[config.mk]
export PLATFORM = sky130hd
export DESIGN_NAME = baro_altitude_hold
export DESIGN_NICKNAME = d
export VERILOG_FILES = /design/src/hdl/bah_pkg.sv /design/src/hdl/bah_cfg_regs.sv /design/src/hdl/bah_ctrl.sv /design/src/hdl/bah_datapath.sv /design/src/hdl/baro_altitude_hold.sv
export SDC_FILE = /design/constraint.sdc
export NUM_CORES = 1
export LEC_CHECK = 0
export BUFFER_PORTS_ARGS = -buffer_cell sky130_fd_sc_hd__buf_2
export CAP_MARGIN = 20
export CORE_MARGIN = 3
export CORE_UTILIZATION = 60
export DETAILED_ROUTE_END_ITERATION = 6
export PLACE_DENSITY = 0.75
export SETUP_SLACK_MARGIN = 0.2
export SLEW_MARGIN = 20
export SYNTH_ARGS = -nofsm -noshare
export SYNTH_HDL_FRONTEND = slang
export SYNTH_HIERARCHICAL = 1
export SYNTH_SLANG_ARGS = --single-unit
export TNS_END_PERCENT = 5
[constraint.sdc]
create_clock -name clk -period 9.5 [get_ports clk]
set_input_delay 1.425 -clock clk [delete_from_list [all_inputs] [get_ports clk]]
set_output_delay 1.425 -clock clk [all_outputs]
set_load 0.03 [all_outputs]
[src/hdl/bah_pkg.sv]
// shared types and constants for the barometric altitude hold block
// no dependencies; imported by every module under hdl
package bah_pkg;

  // configuration port geometry
  localparam int CFG_AW = 5;
  localparam int CFG_DW = 32;

  // register indexes (byte address bits [4:2])
  localparam logic [2:0] REG_ENABLE = 3'd0;
  localparam logic [2:0] REG_ORIGIN = 3'd1;
  localparam logic [2:0] REG_TCOEF  = 3'd2;
  localparam logic [2:0] REG_PROP   = 3'd3;
  localparam logic [2:0] REG_DIFF   = 3'd4;

  // stream word widths
  localparam int IN_DW  = 24;
  localparam int OUT_DW = 24;

  // compensation rounding and limits
  localparam logic signed [25:0] COMP_ROUND = 26'sd16;
  localparam logic signed [16:0] ERR_LO     = -17'sd3;
  localparam logic signed [16:0] ERR_HI     = 17'sd8;
  localparam logic signed [6:0]  SUM_LO     = -7'sd16;
  localparam logic signed [6:0]  SUM_HI     = 7'sd16;
  localparam logic signed [6:0]  ITERM_LO   = -7'sd4;
  localparam logic signed [6:0]  ITERM_HI   = 7'sd4;
  localparam logic signed [12:0] DTERM_LO   = -13'sd8;
  localparam logic signed [12:0] DTERM_HI   = 13'sd8;
  localparam logic signed [13:0] DRIVE_LO   = -14'sd5;
  localparam logic signed [13:0] DRIVE_HI   = 14'sd15;

  // configuration register contents
  typedef struct packed {
    logic               enable;
    logic signed [15:0] origin;
    logic signed [7:0]  tcoef;
    logic signed [7:0]  prop;
    logic signed [7:0]  diff;
  } cfg_t;

  // controller to datapath commands
  typedef struct packed {
    logic capture;     // latch input word
    logic store_temp;  // keep temperature reading
    logic comp_mul;    // temperature times coefficient
    logic alt_upd;     // altitude correction and filter
    logic pid_err;     // error, integral and both products
    logic pid_drive;   // sum terms and clamp drive
    logic load_out;    // copy result into output register
  } cmd_t;

  // datapath to controller status
  typedef struct packed {
    logic expect_temp;
  } stat_t;

endpackage

[src/hdl/bah_cfg_regs.sv]
// apb-style configuration registers for the altitude hold block
// depends on bah_pkg
module bah_cfg_regs
  import bah_pkg::*;
(
  input  logic              clk,
  input  logic              rst_n,
  input  logic              psel,
  input  logic              penable,
  input  logic              pwrite,
  input  logic [CFG_AW-1:0] paddr,
  input  logic [CFG_DW-1:0] pwdata,
  output logic [CFG_DW-1:0] prdata,
  output logic              pready,
  output cfg_t              cfg
);

  cfg_t cfg_r;
  logic wr_en;

  assign pready = 1'b1;
  assign wr_en  = psel & penable & pwrite;
  assign cfg    = cfg_r;

  // register writes
  always_ff @(posedge clk) begin
    if (!rst_n) begin
      cfg_r <= '0;
    end else if (wr_en) begin
      case (paddr[4:2])
        REG_ENABLE: cfg_r.enable <= pwdata[0];
        REG_ORIGIN: cfg_r.origin <= pwdata[15:0];
        REG_TCOEF:  cfg_r.tcoef  <= pwdata[7:0];
        REG_PROP:   cfg_r.prop   <= pwdata[7:0];
        REG_DIFF:   cfg_r.diff   <= pwdata[7:0];
        default: ;
      endcase
    end
  end

  // read mux
  always_comb begin
    case (paddr[4:2])
      REG_ENABLE: prdata = {31'd0, cfg_r.enable};
      REG_ORIGIN: prdata = {16'd0, cfg_r.origin};
      REG_TCOEF:  prdata = {24'd0, cfg_r.tcoef};
      REG_PROP:   prdata = {24'd0, cfg_r.prop};
      REG_DIFF:   prdata = {24'd0, cfg_r.diff};
      default:    prdata = '0;
    endcase
  end

endmodule

[src/hdl/bah_ctrl.sv]
// sequencing state machine for the altitude hold block
// depends on bah_pkg; drives bah_datapath through cmd_t
module bah_ctrl
  import bah_pkg::*;
(
  input  logic  clk,
  input  logic  rst_n,
  input  logic  enable,
  input  stat_t stat,
  input  logic  in_tvalid,
  output logic  in_tready,
  output logic  out_tvalid,
  input  logic  out_tready,
  output cmd_t  cmd
);

  typedef enum logic [2:0] {
    S_IDLE,
    S_TEMP,
    S_COMP,
    S_ALT,
    S_PID,
    S_DRIVE,
    S_DONE
  } state_t;

  state_t state_r, state_nxt;
  logic   out_valid_r, out_valid_nxt;
  logic   out_free;

  assign in_tready  = (state_r == S_IDLE);
  assign out_tvalid = out_valid_r;
  assign out_free   = ~out_valid_r | out_tready;

  // command decode per state
  always_comb begin
    cmd            = '0;
    cmd.capture    = (state_r == S_IDLE) & in_tvalid;
    cmd.store_temp = (state_r == S_TEMP);
    cmd.comp_mul   = (state_r == S_COMP);
    cmd.alt_upd    = (state_r == S_ALT);
    cmd.pid_err    = (state_r == S_PID);
    cmd.pid_drive  = (state_r == S_DRIVE);
    cmd.load_out   = (state_r == S_DONE) & out_free;
  end

  // next state and output valid
  always_comb begin
    state_nxt     = state_r;
    out_valid_nxt = out_valid_r;
    if (out_valid_r && out_tready) begin
      out_valid_nxt = 1'b0;
    end
    case (state_r)
      S_IDLE: begin
        if (in_tvalid) begin
          if (!enable) begin
            state_nxt = S_DONE;
          end else if (stat.expect_temp) begin
            state_nxt = S_TEMP;
          end else begin
            state_nxt = S_COMP;
          end
        end
      end
      S_TEMP:  state_nxt = S_DONE;
      S_COMP:  state_nxt = S_ALT;
      S_ALT:   state_nxt = S_PID;
      S_PID:   state_nxt = S_DRIVE;
      S_DRIVE: state_nxt = S_DONE;
      S_DONE: begin
        if (out_free) begin
          out_valid_nxt = 1'b1;
          state_nxt     = S_IDLE;
        end
      end
      default: state_nxt = S_IDLE;
    endcase
  end

  always_ff @(posedge clk) begin
    if (!rst_n) begin
      state_r     <= S_IDLE;
      out_valid_r <= 1'b0;
    end else begin
      state_r     <= state_nxt;
      out_valid_r <= out_valid_nxt;
    end
  end

endmodule

[src/hdl/bah_datapath.sv]
// altitude correction, filter and clamped pid datapath
// depends on bah_pkg; stepped by bah_ctrl commands
module bah_datapath
  import bah_pkg::*;
(
  input  logic              clk,
  input  logic              rst_n,
  input  cfg_t              cfg,
  input  cmd_t              cmd,
  output stat_t             stat,
  input  logic [IN_DW-1:0]  in_word,
  output logic [OUT_DW-1:0] out_word
);

  // input capture
  logic [15:0]        reading_r;
  logic               moving_r;
  // persistent state
  logic               expect_r;
  logic [15:0]        last_temp_r;
  logic signed [15:0] filt_r;
  logic signed [15:0] target_r;
  logic signed [5:0]  err_sum_r;
  logic signed [4:0]  last_err_r;
  logic signed [4:0]  drive_r;
  // stage registers
  logic signed [24:0] tprod_r;
  logic signed [4:0]  err_r;
  logic signed [12:0] pprod_r;
  logic signed [12:0] dprod_r;
  logic [OUT_DW-1:0]  out_r;

  // altitude path
  logic signed [25:0] comp_sum;
  logic [15:0]        comp16;
  logic [15:0]        alt;
  logic signed [16:0] filt_sum;
  logic signed [15:0] filt_nxt;
  // error path
  logic signed [16:0] err_raw;
  logic signed [4:0]  err;
  logic signed [6:0]  sum_raw;
  logic signed [5:0]  sum_nxt;
  logic signed [4:0]  err_delta;
  // drive path
  logic signed [6:0]  sum_x2;
  logic signed [6:0]  iterm;
  logic signed [12:0] dterm;
  logic signed [13:0] d_total;
  logic signed [13:0] d_neg;
  logic signed [4:0]  drive_nxt;

  assign stat.expect_temp = expect_r;
  assign out_word         = out_r;

  // temperature compensation and rounded mean filter
  always_comb begin
    comp_sum = tprod_r + COMP_ROUND;
    comp16   = comp_sum[20:5];
    alt      = cfg.origin - reading_r - comp16;
    filt_sum = {filt_r[15], filt_r} + {alt[15], alt} + 17'sd1;
    filt_nxt = filt_sum[16:1];
  end

  // clamped error and integral
  always_comb begin
    err_raw = {filt_r[15], filt_r} - {target_r[15], target_r};
    if (err_raw < ERR_LO) begin
      err = ERR_LO[4:0];
    end else if (err_raw > ERR_HI) begin
      err = ERR_HI[4:0];
    end else begin
      err = err_raw[4:0];
    end
    sum_raw = {err_sum_r[5], err_sum_r} + {{2{err[4]}}, err};
    if (sum_raw < SUM_LO) begin
      sum_nxt = SUM_LO[5:0];
    end else if (sum_raw > SUM_HI) begin
      sum_nxt = SUM_HI[5:0];
    end else begin
      sum_nxt = sum_raw[5:0];
    end
    err_delta = last_err_r - err;
  end

  // term sum and drive clamp
  always_comb begin
    sum_x2 = {err_sum_r, 1'b0};
    if (sum_x2 < ITERM_LO) begin
      iterm = ITERM_LO;
    end else if (sum_x2 > ITERM_HI) begin
      iterm = ITERM_HI;
    end else begin
      iterm = sum_x2;
    end
    if (dprod_r < DTERM_LO) begin
      dterm = DTERM_LO;
    end else if (dprod_r > DTERM_HI) begin
      dterm = DTERM_HI;
    end else begin
      dterm = dprod_r;
    end
    d_total = {pprod_r[12], pprod_r} + {{7{iterm[6]}}, iterm} + {dterm[12], dterm};
    d_neg   = -d_total;
    if (d_neg < DRIVE_LO) begin
      drive_nxt = DRIVE_LO[4:0];
    end else if (d_neg > DRIVE_HI) begin
      drive_nxt = DRIVE_HI[4:0];
    end else begin
      drive_nxt = d_neg[4:0];
    end
  end

  // control-visible state
  always_ff @(posedge clk) begin
    if (!rst_n) begin
      expect_r    <= 1'b1;
      last_temp_r <= '0;
      filt_r      <= '0;
      target_r    <= '0;
      err_sum_r   <= '0;
      last_err_r  <= '0;
      drive_r     <= '0;
    end else begin
      if (cmd.store_temp) begin
        last_temp_r <= reading_r;
        expect_r    <= 1'b0;
      end
      if (cmd.alt_upd) begin
        filt_r   <= filt_nxt;
        expect_r <= 1'b1;
        if (moving_r) begin
          target_r   <= filt_nxt;
          err_sum_r  <= '0;
          last_err_r <= '0;
        end
      end
      if (cmd.pid_err) begin
        err_sum_r <= sum_nxt;
      end
      if (cmd.pid_drive) begin
        drive_r    <= drive_nxt;
        last_err_r <= err_r;
      end
    end
  end

  // payload and stage registers
  always_ff @(posedge clk) begin
    if (cmd.capture) begin
      reading_r <= in_word[15:0];
      moving_r  <= in_word[16];
    end
    if (cmd.comp_mul) begin
      tprod_r <= $signed({1'b0, last_temp_r}) * cfg.tcoef;
    end
    if (cmd.pid_err) begin
      err_r   <= err;
      pprod_r <= err * cfg.prop;
      dprod_r <= err_delta * cfg.diff;
    end
    if (cmd.load_out) begin
      out_r <= {2'b00, expect_r, filt_r, drive_r};
    end
  end

endmodule

[src/hdl/baro_altitude_hold.sv]
// top level of the barometric altitude hold block
// depends on bah_pkg, bah_cfg_regs, bah_ctrl, bah_datapath
//
//  channel | direction | word layout (lsb first)
//  --------+-----------+----------------------------------------------------
//  in_     | slave     | reading[15:0], throttle_moving[16], zero pad [23:17]
//  out_    | master    | climb_drive[4:0], altitude[20:5],
//          |           | next_is_temperature[21], zero pad [23:22]
//  apb     | slave     | enable, origin_altitude, temp_coefficient,
//          |           | prop_gain, diff_gain at byte addresses 0,4,8,12,16
//
// a pressure word runs through the idle state that accepts it, then the
// multiply, filter, error, drive and load steps; a temperature word runs
// through idle, temperature store and load, and a word while disabled
// through idle and load; the single shared sequencer orders these steps.
// in_tready is high only while idle; a waiting result holds only the next load.
// rst_n is synchronous, active low, and clears configuration, state and valid.
module baro_altitude_hold
  import bah_pkg::*;
(
  input  logic              clk,
  input  logic              rst_n,
  // input stream
  input  logic              in_tvalid,
  output logic              in_tready,
  input  logic [IN_DW-1:0]  in_tdata,   // reading[15:0], throttle_moving[16]
  // result stream
  output logic              out_tvalid,
  input  logic              out_tready,
  output logic [OUT_DW-1:0] out_tdata,  // climb_drive[4:0], altitude[20:5],
                                        // next_is_temperature[21]
  // configuration
  input  logic              psel,
  input  logic              penable,
  input  logic              pwrite,
  input  logic [CFG_AW-1:0] paddr,
  input  logic [CFG_DW-1:0] pwdata,
  output logic [CFG_DW-1:0] prdata,
  output logic              pready
);

  cfg_t  cfg;
  cmd_t  cmd;
  stat_t stat;

  bah_cfg_regs u_cfg (
    .clk     (clk),
    .rst_n   (rst_n),
    .psel    (psel),
    .penable (penable),
    .pwrite  (pwrite),
    .paddr   (paddr),
    .pwdata  (pwdata),
    .prdata  (prdata),
    .pready  (pready),
    .cfg     (cfg)
  );

  bah_ctrl u_ctrl (
    .clk        (clk),
    .rst_n      (rst_n),
    .enable     (cfg.enable),
    .stat       (stat),
    .in_tvalid  (in_tvalid),
    .in_tready  (in_tready),
    .out_tvalid (out_tvalid),
    .out_tready (out_tready),
    .cmd        (cmd)
  );

  bah_datapath u_dp (
    .clk      (clk),
    .rst_n    (rst_n),
    .cfg      (cfg),
    .cmd      (cmd),
    .stat     (stat),
    .in_word  (in_tdata),
    .out_word (out_tdata)
  );

endmodule
; Yosys cells after proc, flatten, opt, wreduce, memory -nomap -nowiden
; Index checks and enable logic that the tools add are counted.
[totals]
regBits = 201
out_inout_bits = 59
wordCells = 107
[op_classes]
add_sub_neg = 11
n_mul = 3
order_cmp = 10
eq_ne = 12
n_mux = 25
bitwise_logic = 7
reduce_logical = 18
[op_table]
columns = op, n
row1 = 16-bit case mux with 5 select lines, 1
row2 = 5-bit 2-to-1 mux, 7
row3 = 16-bit subtractor, 2
row4 = 6-bit 2-to-1 mux, 5
row5 = 5-bit by 8-bit multiplier with 13-bit output, 2
row6 = 13-bit 2-to-1 mux, 2
row7 = "21-bit by 6-bit adder with 21-bit output, second input constant", 1
row8 = 17-bit by 8-bit multiplier with 21-bit output, 1
row9 = 3-bit case mux with 6 select lines, 1
row10 = 2-bit AND reduction, 9
row11 = 16-bit by 16-bit adder with 17-bit output, 1
row12 = "17-bit by 1-bit adder with 17-bit output, second input constant", 1
row13 = "17-bit by 5-bit greater-than comparator with 1-bit output, second input constant", 1
row14 = "17-bit by 3-bit less-than comparator with 1-bit output, second input constant", 1
row15 = 16-bit by 16-bit subtractor with 17-bit output, 1
row16 = 13-bit by 7-bit adder with 14-bit output, 1
row17 = 14-bit adder, 1
row18 = "14-bit by 5-bit greater-than comparator with 1-bit output, second input constant", 1
row19 = "14-bit by 4-bit less-than comparator with 1-bit output, second input constant", 1
row20 = 7-bit 2-to-1 mux, 2
row21 = 14-bit negation, 1
row22 = "13-bit by 5-bit greater-than comparator with 1-bit output, second input constant", 1
row23 = "13-bit by 4-bit less-than comparator with 1-bit output, second input constant", 1
row24 = "3-bit by 2-bit equality test with 1-bit output, second input constant", 4
row25 = other kinds (20), 37

; Logic depth before layout (Yosys ltp)
[depth]
ltp_word = 9
ltp_mapped = 34
depth_no_buf = 33

; Cells and area by module
; The synthesis kept the hierarchy.
[modules_own_cells]
columns = mod, n_inst, cells_per_inst, area_each_um2, seq_area_each_um2
row1 = bah_datapath, 1, 1810, 16739.8, 3913.8
row2 = bah_cfg_regs, 1, 224, 2034.5, 820.8
row3 = bah_ctrl, 1, 32, 265.3, 80.1

; Worst setup path before layout
; OpenSTA, ideal clock, no wires.
[synth_timing]
path_type = reg2reg
start = register u_dp.filt_r[0]
end = register u_dp.dprod_r[12], data pin
arrival_ns = 7.450
required_ns = 9.240
setup_slack_ns = 1.790
path_stages_with_launch = 32
n_path_buf = 0
synth_period_minus_slack_ns = 7.710
cell_sequence = dfxtp_1 inv_1 ha_1 fa_1 nor2b_4 o31a_4 o21ai_4 o311a_1 or4_4 nor3_2 nor3_1 ha_1 fa_1 inv_1 a21o_1 a21oi_1 xnor2_1 xnor2_1 or2_2 fa_1 fa_1 fa_1 inv_1 ha_1 a21o_1 a21oi_1 o21bai_1 a21oi_1 o21ai_0 a21o_1 a21oi_1 xnor2_1
[synth_via]
elab_chain_len = 6
elab_cells_between_ends = 7
classes_between = add/sub: 2 / mul: 1 / order compare: 2 / mux: 2
[synth_lines]
columns = element, line
row1 = start: declaration, bah_datapath.sv:21  ; logic signed [15:0] filt_r;
row2 = start signal: assignment, bah_datapath.sv:130  ; filt_r <= filt_nxt;
row3 = 16-bit by 16-bit subtractor with 17-bit output (*), bah_datapath.sv:67  ; err_raw = {filt_r[15], filt_r} - {target_r[15], target_r};
row4 = 17-bit by 5-bit greater-than comparator with 1-bit output, bah_datapath.sv:70  ; end else if (err_raw > ERR_HI) begin
row5 = 5-bit 2-to-1 mux, bah_datapath.sv:70
row6 = 5-bit 2-to-1 mux (*), bah_datapath.sv:68  ; if (err_raw < ERR_LO) begin
row7 = net u_dp.err[0], bah_datapath.sv:41  ; logic signed [4:0] err;
row8 = 5-bit subtractor (*), bah_datapath.sv:83  ; err_delta = last_err_r - err;
row9 = 5-bit by 8-bit multiplier with 13-bit output (*), bah_datapath.sv:160  ; dprod_r <= err_delta * cfg.diff;
row10 = end signal: assignment, bah_datapath.sv:160
row11 = end: declaration, bah_datapath.sv:30  ; logic signed [12:0] dprod_r;
; The timed path passes the listed nets; every way through them passes the cells marked *.
; A chain may end at the register's enable or synchronous reset.

; Final worst setup path
; Ends and elaborated chain as after synthesis.

==> results.cfg <==
[worst_setup_path]
cpMaxStageDelayCell = fa_1
path_max_fanout = 9
end_kind = flop
crit_top_cell = fa_1
path_delay_family = adder cells
path_buf_inv = 4
crit_path_start_kind = flop
required_ns = 9.70
critPathKind = flop to flop
cp.arrival_ns = 8.56
slowest_delay_ns = 0.55

[synthesis]
syn_area_per_cell_um2 = 9.216
synth-edff-count = 87
synthFlopType = dfxtp_1
netlist_area_um2 = 19040
muxShareOfSynthArea = 0.04357
synth_xor_area_frac = 0.04784
synthTopCellsByCount = inv_1, nand2_1, ha_1, fa_1, dfxtp_1
synthTopCellsByArea = fa_1, edfxtp_1, dfxtp_1
synth-simple-area-share = 0.1701
ys_warn_count = 6
yosysTopAreaCell = fa_1
synth_compound_area_frac = 0.1140
synth_top_family_by_area = adder cells
async_flop_share = 0
synthAdderAreaFrac = 0.2856
yosysUniqueCellTypes = 92
synth_top_area_share = 0.1745
syn_inst = 2066
synth_seq_cells = 197
ys_seq_area_frac = 0.2529
yosys.cell_count.top_type = inv_1

[clocking]
cts-htree-levels = 4
cts_buffers = 17
cts_setup_buffers = 0
cts_tree = yes
root_buffer = clkbuf_16
clock_path_buffers = 2
cts.sinks = 197
path_clk_slew_ns = 0.07
ctsResizeCount = 0
clk_latency_ns = 0.46
postCtsHoldBufs = 0

[global_route]
antenna_found_initial = 0
gr-total-overflow = 0
track_usage = 0.2571
grt_pass1_wl_um = 69690
grt_max_degree = 72
grt_pass1_vias = 13921

[power_and_ir_drop]
p_per_area_nw_per_um2 = 235.1
power_leakage_nw = 9.102
clkPwrFrac = 0.160
net-switching-power_mw = 2.145
combinationalPowerShare = 0.607
swShare = 0.4498
p_int_mw = 2.623
seqPwrFrac = 0.233
peakVddDrop_mv = 0.2352

[routing]
drt_iter0_markers = 860
wire_per_inst_um = 16.99
vias = 14403
antenna_left = 0
routed_wl_um = 42770
post_drt_via_cell_ratio = 5.722
post-route-drc-count = 0
dr.pass1.iters = 5

[place]
portBuffers = 82
hpwl_um = 33080
gp_congestion = 0.8831

[sta]
skew_ns = 0.01756
relSlewSlack = 0.3829
finalMaxSlewViolations = 0
period_share = 0.8803
setup_viol = 0
hold_violations = 0
tns_ns = 0
fmax_ghz = 0.1196
rsz0062_at_grt = no
tightest_slew_ns = 0.9190
timing.final.crit_period_ns = 8.363

[job]
max_cap_violations = 0

[finish]
fin_util = 0.6562
nets = 2510
drive_gt1_frac = 0.08113
area_delta_synth_final_pct = 6.526

[floorplanning]
num_rows = 64
ioPinCount = 127
die_x_um = 184.1
die_h_um = 184.1
coreArea_um2 = 30910
die_area_um2 = 33910
initial_core_util = 0.6160

[run_status]
status = finished clean

[min_path]
hold_class = flop to flop
==> per-stage QoR <==
stage,std cells,hold slack (ns),setup WS (ns),area [um2],power [mW]
after floorplan,2082,0.4029,1.790,19100,3.386
after global placement,2484,0.4164,1.264,19660,3.905
after detailed placement,2484,0.4316,1.168,19670,3.989
after CTS,2516,0.4484,1.139,20280,4.775
after global routing,2516,0.4508,0.5195,20280,5.191
final,2517,0.4410,1.137,20280,4.768
==> cells by family after synthesis <==
| kind of cell | after synthesis |
|---|---|
| buffers and inverters | 397 |
| other | 3 |
| AND/OR/NAND/NOR | 621 |
| AO/OA/AOI/OAI | 327 |
| flip-flops | 197 |
| multiplexers | 82 |
| XOR/XNOR | 104 |
| adder cells (fa/ha/maj) | 335 |
==> placed cells by master, fill, tap and decap left out, drive strengths merged, types with 17 or more instances in the layout <==
master / n
and2: 102
ha: 169
nand3: 39
inv: 309
nor2b: 30
or3: 17
dfxtp: 110
mux2i: 75
o21ai: 69
nor3: 33
a21oi: 88
xnor2: 79
conb: 19
and3: 17
buf: 96
xor2: 25
nand2b: 32
a21o: 21
nor2: 107
nand2: 177
o21a: 27
clkbuf: 22
edfxtp: 87
fa: 166
==> power by group through the flow <==
stage | sequential [mW] | clock [mW] | combinational (mW)
global placement | 1.12 | 0 | 2.78
floorplan | 1.09 | 0 | 2.29
detailed placement | 1.13 | 0 | 2.86
global route | 1.12 | 0.807 | 3.26
CTS | 1.11 | 0.776 | 2.89
finish | 1.11 | 0.765 | 2.89
==> final cells by class <==
type / count / area (um2)
inverters: 307 / 1152
repair buffers: 96 / 515.5
multi-input cells: 1488 / 12690
clock inverters: 10 / 115.1
clock buffers: 22 / 496.7
well taps: 396 / 495.5
fillers: 2504 / 10630
flip-flops and latches: 197 / 4815
diodes: 1 / 2.502
==> sequential cells by signal, indices dropped and copies added, names as in the netlist <==
signal	count
u_dp/tprod_r	17
u_dp/moving_r	1
u_dp/pprod_r	13
u_dp/err_r	5
u_dp/filt_r	16
u_ctrl/state_r	3
u_dp/dprod_r	13
u_dp/stat	1
u_ctrl/out_tvalid	1
u_dp/out_word	22
u_dp/drive_r	5
u_dp/err_sum_r	6
u_dp/last_err_r	5
u_dp/last_temp_r	16
u_dp/target_r	16
u_dp/reading_r	16
u_cfg/cfg	41
==> path summary, 6_finish.rpt <==
check / start / endpoint / slack, ns / cells after the start
worst min register to register: u_dp/drive_r[3] / u_dp/out_word[3] / 0.44 / 0
worst max register to register: u_dp/filt_r[0] / u_dp/dprod_r[12] / 1.14 / 33
worst min-delay path: u_dp/drive_r[3] / u_dp/out_word[3] / 0.44 / 0
worst max-delay path: u_dp/filt_r[0] / u_dp/dprod_r[12] / 1.14 / 33
==> metal layers <==
layer	vias up	global-route usage	share of wire	wire (um)
li1	6947	-	-	-
met1	7010	0.3571	0.45	19180
met2	407	0.4316	0.48	20510
met3	39	0.04223	0.061	2609
met4	0	0.04959	0.011	481
met5	-	0	0	0
Note: power is estimated with default switching activity, not from simulation.
